==> src/sv/euwv_pkg.sv <==
// euwv_pkg: widths and constants for the encoder unwrap and window velocity block
// no dependencies
`default_nettype none

package euwv_pkg;

  localparam int ANGLE_W  = 12;
  localparam int ACC_W    = 32;
  localparam int SUM_W    = 16;
  localparam int SPEED_W  = 32;
  localparam int GAIN_W   = 16;
  localparam int PROD_W   = SUM_W + GAIN_W + 1;

  localparam int WINDOW_DEF = 16;
  localparam int WINDOW_MAX = 16;

  localparam logic [GAIN_W-1:0] GAIN_RESET = GAIN_W'(200);

endpackage

`default_nettype wire

==> src/sv/euwv_ifs.sv <==
// euwv channel interfaces: sample input, result output, gain write
// depends on euwv_pkg
`default_nettype none

interface euwv_in_if;
  logic                            valid;
  logic                            ready;
  logic [euwv_pkg::ANGLE_W-1:0]    sample;

  modport source (output valid, output sample, input ready);
  modport sink   (input valid, input sample, output ready);
endinterface

interface euwv_out_if;
  logic                                valid;
  logic                                ready;
  logic signed [euwv_pkg::ANGLE_W-1:0] unwrapped_delta;
  logic signed [euwv_pkg::ACC_W-1:0]   angle_total;
  logic signed [euwv_pkg::SUM_W-1:0]   window_sum;
  logic signed [euwv_pkg::SPEED_W-1:0] speed;

  modport source (output valid, output unwrapped_delta, output angle_total,
                  output window_sum, output speed, input ready);
  modport sink   (input valid, input unwrapped_delta, input angle_total,
                  input window_sum, input speed, output ready);
endinterface

interface euwv_cfg_if;
  logic                          valid;
  logic                          ready;
  logic [euwv_pkg::GAIN_W-1:0]   data;

  modport source (output valid, output data, input ready);
  modport sink   (input valid, input data, output ready);
endinterface

`default_nettype wire

==> src/sv/encoder_unwrap_window_velocity.sv <==
// encoder_unwrap_window_velocity: multi-turn unwrap of a 12-bit angle and
// moving-window speed; depends on euwv_pkg and euwv_ifs
//
// channel   dir  payload                                        width
// in_ch     in   sample                                         12
// out_ch    out  unwrapped_delta, angle_total, window_sum,      12/32/16/32
//                speed
// cfg_ch    in   rate_gain                                      16
//
// one item per cycle while out_ch is not stalled; each sample gives its result in the cycle after its transfer
// the single output register sets the latency; in_ch takes a new sample in the
// same cycle the held result is taken
// reset (rst_n low, synchronous) clears state, gain returns to 200, no clearing pass
// a stall on out_ch holds the result and holds in_ch
`default_nettype none

module encoder_unwrap_window_velocity #(
  parameter int WINDOW = euwv_pkg::WINDOW_DEF
) (
  input  wire logic   clk,
  input  wire logic   rst_n,
  euwv_in_if.sink     in_ch,
  euwv_out_if.source  out_ch,
  euwv_cfg_if.sink    cfg_ch
);
  import euwv_pkg::*;

  localparam int PTR_W = (WINDOW > 1) ? $clog2(WINDOW) : 1;
  localparam logic [PTR_W-1:0] PTR_LAST = PTR_W'(WINDOW - 1);

  logic [ANGLE_W-1:0]        last_r;
  logic                      started_r;
  logic [ACC_W-1:0]          acc_r;
  logic signed [ANGLE_W-1:0] ring_r [WINDOW];
  logic [PTR_W-1:0]          ptr_r;
  logic                      full_r;
  logic signed [SUM_W-1:0]   sum_r;
  logic [GAIN_W-1:0]         gain_r;

  logic                      out_valid_r;
  logic signed [ANGLE_W-1:0] out_delta_r;
  logic signed [ACC_W-1:0]   out_angle_r;
  logic signed [SUM_W-1:0]   out_sum_r;
  logic signed [SPEED_W-1:0] out_speed_r;

  logic                      in_xfer;
  logic [ANGLE_W-1:0]        base;
  logic signed [ANGLE_W-1:0] delta;
  logic signed [ANGLE_W-1:0] oldest;
  logic [ACC_W-1:0]          acc_nxt;
  logic signed [SUM_W-1:0]   sum_nxt;
  logic signed [PROD_W-1:0]  prod;
  logic [PTR_W-1:0]          ptr_nxt;

  assign in_ch.ready  = rst_n && (!out_valid_r || out_ch.ready);
  assign cfg_ch.ready = rst_n;
  assign in_xfer      = in_ch.valid && in_ch.ready;

  always_comb begin
    base    = started_r ? last_r : in_ch.sample;
    // difference mod one turn, read as signed, is the wrapped delta
    delta   = $signed(in_ch.sample - base);
    acc_nxt = acc_r + ACC_W'(delta);
    oldest  = full_r ? ring_r[ptr_r] : '0;
    sum_nxt = sum_r - SUM_W'(oldest) + SUM_W'(delta);
    prod    = PROD_W'(sum_nxt) * $signed({1'b0, gain_r});
    ptr_nxt = (ptr_r == PTR_LAST) ? '0 : ptr_r + PTR_W'(1);
  end

  always_ff @(posedge clk) begin
    if (!rst_n) begin
      last_r      <= '0;
      started_r   <= 1'b0;
      acc_r       <= '0;
      ptr_r       <= '0;
      full_r      <= 1'b0;
      sum_r       <= '0;
      gain_r      <= GAIN_RESET;
      out_valid_r <= 1'b0;
    end else begin
      if (cfg_ch.valid && cfg_ch.ready) begin
        gain_r <= cfg_ch.data;
      end
      if (in_xfer) begin
        last_r    <= in_ch.sample;
        started_r <= 1'b1;
        acc_r     <= acc_nxt;
        ptr_r     <= ptr_nxt;
        full_r    <= full_r || (ptr_r == PTR_LAST);
        sum_r     <= sum_nxt;
      end
      if (in_xfer) begin
        out_valid_r <= 1'b1;
      end else if (out_ch.ready) begin
        out_valid_r <= 1'b0;
      end
    end
  end

  // ring entries and result payload need no reset
  always_ff @(posedge clk) begin
    if (in_xfer) begin
      ring_r[ptr_r] <= delta;
      out_delta_r   <= delta;
      out_angle_r   <= $signed(acc_nxt);
      out_sum_r     <= sum_nxt;
      out_speed_r   <= prod[SPEED_W-1:0];
    end
  end

  assign out_ch.valid           = out_valid_r;
  assign out_ch.unwrapped_delta = out_delta_r;
  assign out_ch.angle_total     = out_angle_r;
  assign out_ch.window_sum      = out_sum_r;
  assign out_ch.speed           = out_speed_r;

endmodule

`default_nettype wire

==> src/flat_wrapper.sv <==
// flat-port wrapper written by rule: the top's interface ports become plain ports
module encoder_unwrap_window_velocity_flat import euwv_pkg::*;
#(
  parameter int WINDOW = euwv_pkg::WINDOW_DEF
)
  (clk, rst_n, in_ch_valid, in_ch_sample, in_ch_ready, out_ch_valid, out_ch_unwrapped_delta, out_ch_angle_total, out_ch_window_sum, out_ch_speed, out_ch_ready, cfg_ch_valid, cfg_ch_data, cfg_ch_ready);
  euwv_in_if in_ch_i ();
  euwv_out_if out_ch_i ();
  euwv_cfg_if cfg_ch_i ();
  input  wire logic clk;
  input  wire logic rst_n;
  input wire logic [$bits(in_ch_i.valid)-1:0] in_ch_valid;
  input wire logic [$bits(in_ch_i.sample)-1:0] in_ch_sample;
  output wire logic [$bits(in_ch_i.ready)-1:0] in_ch_ready;
  output wire logic [$bits(out_ch_i.valid)-1:0] out_ch_valid;
  output wire logic [$bits(out_ch_i.unwrapped_delta)-1:0] out_ch_unwrapped_delta;
  output wire logic [$bits(out_ch_i.angle_total)-1:0] out_ch_angle_total;
  output wire logic [$bits(out_ch_i.window_sum)-1:0] out_ch_window_sum;
  output wire logic [$bits(out_ch_i.speed)-1:0] out_ch_speed;
  input wire logic [$bits(out_ch_i.ready)-1:0] out_ch_ready;
  input wire logic [$bits(cfg_ch_i.valid)-1:0] cfg_ch_valid;
  input wire logic [$bits(cfg_ch_i.data)-1:0] cfg_ch_data;
  output wire logic [$bits(cfg_ch_i.ready)-1:0] cfg_ch_ready;
  assign in_ch_i.valid = in_ch_valid;
  assign in_ch_i.sample = in_ch_sample;
  assign in_ch_ready = in_ch_i.ready;
  assign out_ch_valid = out_ch_i.valid;
  assign out_ch_unwrapped_delta = out_ch_i.unwrapped_delta;
  assign out_ch_angle_total = out_ch_i.angle_total;
  assign out_ch_window_sum = out_ch_i.window_sum;
  assign out_ch_speed = out_ch_i.speed;
  assign out_ch_i.ready = out_ch_ready;
  assign cfg_ch_i.valid = cfg_ch_valid;
  assign cfg_ch_i.data = cfg_ch_data;
  assign cfg_ch_ready = cfg_ch_i.ready;
  encoder_unwrap_window_velocity #(.WINDOW(WINDOW)) u_core (.clk(clk), .rst_n(rst_n), .in_ch(in_ch_i), .out_ch(out_ch_i), .cfg_ch(cfg_ch_i));
endmodule
==> config.mk <==
export PLATFORM = sky130hd
export DESIGN_NAME = encoder_unwrap_window_velocity_flat
export DESIGN_NICKNAME = d
export VERILOG_FILES = /design/src/sv/euwv_pkg.sv /design/src/sv/euwv_ifs.sv /design/src/sv/encoder_unwrap_window_velocity.sv /design/src/flat_wrapper.sv
export SDC_FILE = /design/constraint.sdc
export NUM_CORES = 1
export LEC_CHECK = 0
export ABC_AREA = 1
export ABC_CLOCK_PERIOD_IN_PS = 11100
export BUFFER_PORTS_ARGS = -buffer_cell sky130_fd_sc_hd__buf_4
export CORE_UTILIZATION = 50
export CTS_BUF_LIST = sky130_fd_sc_hd__clkbuf_16
export DETAILED_ROUTE_END_ITERATION = 8
export GPL_ROUTABILITY_DRIVEN = 0
export HOLD_SLACK_MARGIN = 0.05
export PLACE_DENSITY = 0.67
export SYNTH_ARGS = -nofsm -noshare
export SYNTH_HDL_FRONTEND = slang
export SYNTH_SLANG_ARGS = --single-unit
==> constraint.sdc <==
create_clock -name clk -period 11.1 [get_ports clk]
set_input_delay 2.22 -clock clk [delete_from_list [all_inputs] [get_ports clk]]
set_output_delay 2.22 -clock clk [all_outputs]
set_load 0.005 [all_outputs]
Yosys cells after proc, flatten, opt, wreduce, memory -nomap -nowiden
Memories as Yosys holds them, arrays and structs flattened. A register that Yosys moved wholly into a read port is not among the register bits.
Cells that the tools add are included.
{"block": "totals", "register_bits": 175, "latchBits": 0, "ramBits": 192, "mem_bits_ro": 0, "inputBits": 33, "out_inout_bits": 95, "wordCells": 36, "n_memories": 1}
{"name": "u_core.ring_r", "words": 16, "width": 12, "rd": 1, "rd_clocked_by_memory_dff": 1, "wr": 1, "line_no": "encoder_unwrap_window_velocity.sv:34", "text": "logic signed [ANGLE_W-1:0] ring_r [WINDOW];"}
{"block": "classes", "n_addsub": 5, "mul": 1, "div_mod_pow": 0, "n_lt_le_gt_ge": 0, "n_eq_ne": 1, "shifts": 0, "n_mux": 9, "n_bitwise": 0, "reduce_logical": 7}
{"operator": "$add A32 B32 Y32", "count": 1}
{"operator": "$mul A16 B17 Y32", "count": 1}
{"operator": "$mux W12", "count": 2}
{"operator": "$add A16 B12 Y16", "count": 1}
{"operator": "$sub A16 B12 Y16", "count": 1}
{"operator": "$mux W4", "count": 3}
{"operator": "$sub A12 B12 Y12", "count": 1}
{"operator": "$add A4 B1 Y4 const B", "count": 1}
{"operator": "$eq A4 B4 Y1 const B", "count": 1}
{"operator": "$mux W1", "count": 4}
{"operator": "$logic_and A1 B1 Y1", "count": 3}
{"operator": "$logic_or A1 B1 Y1", "count": 2}
{"operator": "$reduce_bool A2 Y1", "count": 1}
{"operator": "$logic_not A1 Y1", "count": 1}

Logic depth before layout (Yosys ltp)
{"block": "logic_depth", "depth_word": 6, "mapped_depth": 53, "ltp_nobuf": 52}

Worst setup path before layout
Ideal clock, no wire load.
{"block": "synth_timing", "path_kind": "input to register", "startpoint": "in in_ch_sample[0]", "endpoint": "reg u_core.out_speed_r[28], in the netlist u_core.out_ch.speed[28], data pin", "setup_time_ns": 0.252, "arrival_ns": 10.968, "required_time_ns": 10.848, "slack_ns": -0.120, "path_stages": 49, "n_path_buf": 0, "path_cell_list": "inv_1 o21ai_0 ha_1 inv_1 fa_1 nand3_1 nand2_1 nand2_1 nand2_1 a21oi_1 o21ai_0 a21o_1 nand2_1 nand2_1 a21oi_1 xnor2_1 fa_1 ha_1 [... 13 more ...] fa_1 fa_1 inv_1 fa_1 inv_1 ha_1 nand2_1 nor2_1 and3_1 nand4_1 nand3_1 nand3_1 nand2_1 a31oi_1 o21ai_0 nand2_1 nand3_1 nand2_1"}
{"block": "synth_via", "elab_chain_cells": 4}
{"item": "start, declared", "line_no": "flat_wrapper.sv:13", "text": "input wire logic [$bits(in_ch_i.sample)-1:0] in_ch_sample;"}
{"item": "$mux W12", "line_no": "encoder_unwrap_window_velocity.sv:60", "text": "base = started_r ? last_r : in_ch.sample;"}
{"item": "$sub A12 B12 Y12 (*)", "line_no": "encoder_unwrap_window_velocity.sv:62", "text": "delta = $signed(in_ch.sample - base);"}
{"item": "named net u_core.delta[10]", "line_no": "encoder_unwrap_window_velocity.sv:48", "text": "logic signed [ANGLE_W-1:0] delta;"}
{"item": "$add A16 B12 Y16 (*)", "line_no": "encoder_unwrap_window_velocity.sv:65", "text": "sum_nxt = sum_r - SUM_W'(oldest) + SUM_W'(delta);"}
{"item": "named net u_core.sum_nxt[11]", "line_no": "encoder_unwrap_window_velocity.sv:51", "text": "logic signed [SUM_W-1:0] sum_nxt;"}
{"item": "$mul A16 B17 Y32 (*)", "line_no": "encoder_unwrap_window_velocity.sv:66", "text": "prod = PROD_W'(sum_nxt) * $signed({1'b0, gain_r});"}
{"item": "named net u_core.prod[28]", "line_no": "encoder_unwrap_window_velocity.sv:52", "text": "logic signed [PROD_W-1:0] prod;"}
{"item": "end signal, assigned", "line_no": "encoder_unwrap_window_velocity.sv:107", "text": "out_speed_r <= prod[SPEED_W-1:0];"}
{"item": "end, declared", "line_no": "encoder_unwrap_window_velocity.sv:44", "text": "logic signed [SPEED_W-1:0] out_speed_r;"}
The timed path passes the listed nets; every way through them passes the cells marked *.
A chain may end at the register's enable or synchronous reset.

Final worst setup path
{"block": "layout_timing", "startpoint": "in in_ch_sample[0]", "endpoint": "reg u_core.out_speed_r[29], in the netlist u_core.out_ch.speed[29], data pin"}
Same word-level chain as after synthesis.

==> metrics.yaml <==
run_status:
  status: "complete, no violations"
flow_run:
  cap_violations: 0
grt:
  grt_pass1_wl_um: 107900
  grt_start_max_net_pins: 97
  grt_usage_pct: 26.45
  gr-total-overflow: 0
  antenna_found_initial: 0
  grt_pass1_vias: 20216
layout:
  nFillCells: 4272
  insertedDiodeCount: 0
  multi_input_area_um2: 13290
  register_area_um2: 10270
  nets: 3342
  syn_to_final_growth_pct: 16.18
  drive_gt1_share_pct: 15.75
sta:
  worst_pin_slew_ns: 0.9219
  tns_ns: 0
  setup_violations: 0
  max-slew-margin-rel_pct: 38.47
  clock_skew_ns: 0.04562
  fmax_mhz: 93.76
  fin_crit_ns: 10.67
  maxSlewViolCount: 0
  hold_violations: 0
  period_share_pct: 96.09
die:
  io_pins: 128
  core_area_um2: 50170
  rows: 82
  die_w_um: 227.8
  fp.dieH_um: 227.8
  die_area_um2: 51880
  floorplan.initialDensity_pct: 50.80
synth:
  ys.flop_type: "edfxtp_1"
  synth_area_um2: 25490
  syn_area_per_cell_um2: 9.443
  synth_cell_types: 52
  synth_top_area_share_pct: 33.46
  synth_fp_nets: 3102
  yosys_warnings: 0
  synth-async-reset-ratio_pct: 0
  yosysTopAreaCell: "edfxtp_1"
  synth_seq_cells: 371
  synth_area_leaders: "edfxtp_1 (33%), fa_1 (16%), ha_1 (8.1%)"
  synth_seq_area_share_pct: 40.29
  netlist_instances: 2699
  synth_edf_count: 284
clocking:
  cts_tree: "built"
  clk_root_buffer_cell: "clkbuf_16"
  holdBufCountCts: 0
  clock_latency_ns: 0.59
  clock_sinks: 371
  cts_buffers: 42
  cts_htree_levels: 2
  clk_pin_slew_worst_paths_ns: 0.05
  cts_buffer_depth: 3
worst_setup_path:
  cp.arrival_ns: 10.95
  critPathLaunchType: "input port"
  cp_common_cell: "fa_1"
  r2r_start: "u_core.started_r"
  cpPeakStageDelay_ns: 0.59
  crit_path_max_fanout: 6
  critPathTopFamily: "adder cells"
  startpoint: "in_ch_sample[0]"
  cp-end-kind: "flop"
  crit_required_ns: 11.39
  cpMaxStageDelayCell: "fa_1"
  path_buf_inv: 9
  worst-setup-path-type: "in -> reg"
drt:
  wirelength_um: 67440
  wl_per_cell_um: 18.51
  drtAntennaViolNets: 0
  first_pass_iters: 6
  drtIter0Drc: 1561
  drc: 0
  via_per_inst: 5.434
  num_vias: 19800
min_path:
  hold_path_class: "reg -> reg"
  hp-start: "u_core.acc_r[31]"
placed_design:
  portBuffers: 127
  place_hpwl_um: 48830
==> stage by stage <==
| stage | hold slack (ns) | util, % | instances | area (um^2) | setup WS (ns) |
|---|---|---|---|---|---|
| 2_1_floorplan | 0.4286 | - | 2699 | 25490 | 0.02282 |
| 3_3_place_gp | 0.4407 | 56.06 | 3563 | 28130 | -0.3815 |
| 3_5_place_dp | 0.4539 | 56.06 | 3563 | 28130 | -0.5332 |
| 4_1_cts | 0.4671 | 58.64 | 3640 | 29420 | 0.006468 |
| 5_1_grt | 0.4808 | 59.02 | 3644 | 29610 | -0.003149 |
| 6_report | 0.4652 | 59.02 | 3644 | 29610 | 0.4344 |
==> synth_stat cells (33+ instances only) <==
cell type    n
a21oi_1     76
inv_1      447
nand2_1    492
o221ai_1    33
nor2_1     276
fa_1       206
nand2_2     33
dfxtp_1     87
ha_1       164
o21ai_0    170
nand3_1     87
edfxtp_1   284
clkbuf_1    76
==> metal layers <==
metal | track usage [%] | wire, um | share of wire [%] | vias to the layer above
met5 | 0 | 0 | 0 | -
met4 | 11.36 | 2892 | 4.3 | 0
met3 | 4.663 | 5242 | 7.8 | 176
met2 | 44.15 | 32000 | 47 | 793
met1 | 33.84 | 27300 | 40 | 9587
li1 | - | - | - | 9244
==> state kept, by name (all words and copies together), names as in the netlist, named ones only <==
register / cells
u_core.out_ch.unwrapped_delta: 12
u_core.out_ch.window_sum: 16
u_core.out_ch.valid: 1
u_core.last_r: 12
u_core.acc_r: 32
u_core.full_r: 1
u_core.ring_r: 192
u_core.ptr_r: 4
u_core.started_r: 1
u_core.sum_r: 16
u_core.out_ch.speed: 32
u_core.gain_r: 16
u_core.out_ch.angle_total: 32
==> final timing paths <==
check                             to  depth (start not counted)  slack [ns]
max reg2reg  u_core.out_ch.speed[29]                         46        1.37
max          u_core.out_ch.speed[29]                         47        0.43
min reg2reg         u_core.acc_r[31]                          2        0.47
min                 u_core.acc_r[31]                          2        0.47
==> worst min-delay path, delay by kind of cell, from the launching register on <==
family	cells	cell delay, ns
simple gates	2	0.10
flops	1	0.31
==> layout by cell type (no fill, tap or decap), types with 7 or more instances in the layout <==
cell type / instances
a21oi_2: 8
o21bai_1: 7
inv_1: 453
o21ai_1: 9
dfxtp_1: 86
buf_4: 286
o221ai_1: 32
clkbuf_16: 43
nand4_1: 12
a21o_1: 7
nand2_2: 38
fa_1: 205
o21ai_0: 164
clkinv_1: 16
o211ai_1: 17
or2_2: 12
edfxtp_1: 284
and2_1: 14
ha_1: 162
nand2_1: 486
xnor2_1: 20
a21oi_1: 68
clkinv_2: 9
o41ai_1: 14
nand3_1: 84
a22o_1: 10
xor2_1: 31
nor2_2: 21
a211oi_1: 14
o22ai_1: 16
nor2_1: 272
==> cells by family after synthesis <==
| family | synth area share [%] |
|---|---|
| buf+inv | 8.272 |
| flops | 40.29 |
| simple gates | 16.08 |
| xor+xnor | 2.037 |
| compound gates | 9.082 |
| fa+ha+maj | 24.23 |
==> area by class of cell <==
type,count,area share (%)
clock inverter,34,0.7310
tap,672,2.840
multi-input combinational,1778,44.88
timing repair buffer,288,7.386
sequential,371,34.69
clock buffer,43,3.634
inverter,458,5.840
==> repair_timing <==
action / CTS / global route
endpoints found under the setup margin: 0 / 14
hold endpoints to repair: 0 / 0
resized for setup: 0 / 44
buffers inserted: 0 / 4
Power is not shown: default switching activity piles up to over one toggle a cycle in this logic, so the estimate is an artifact.
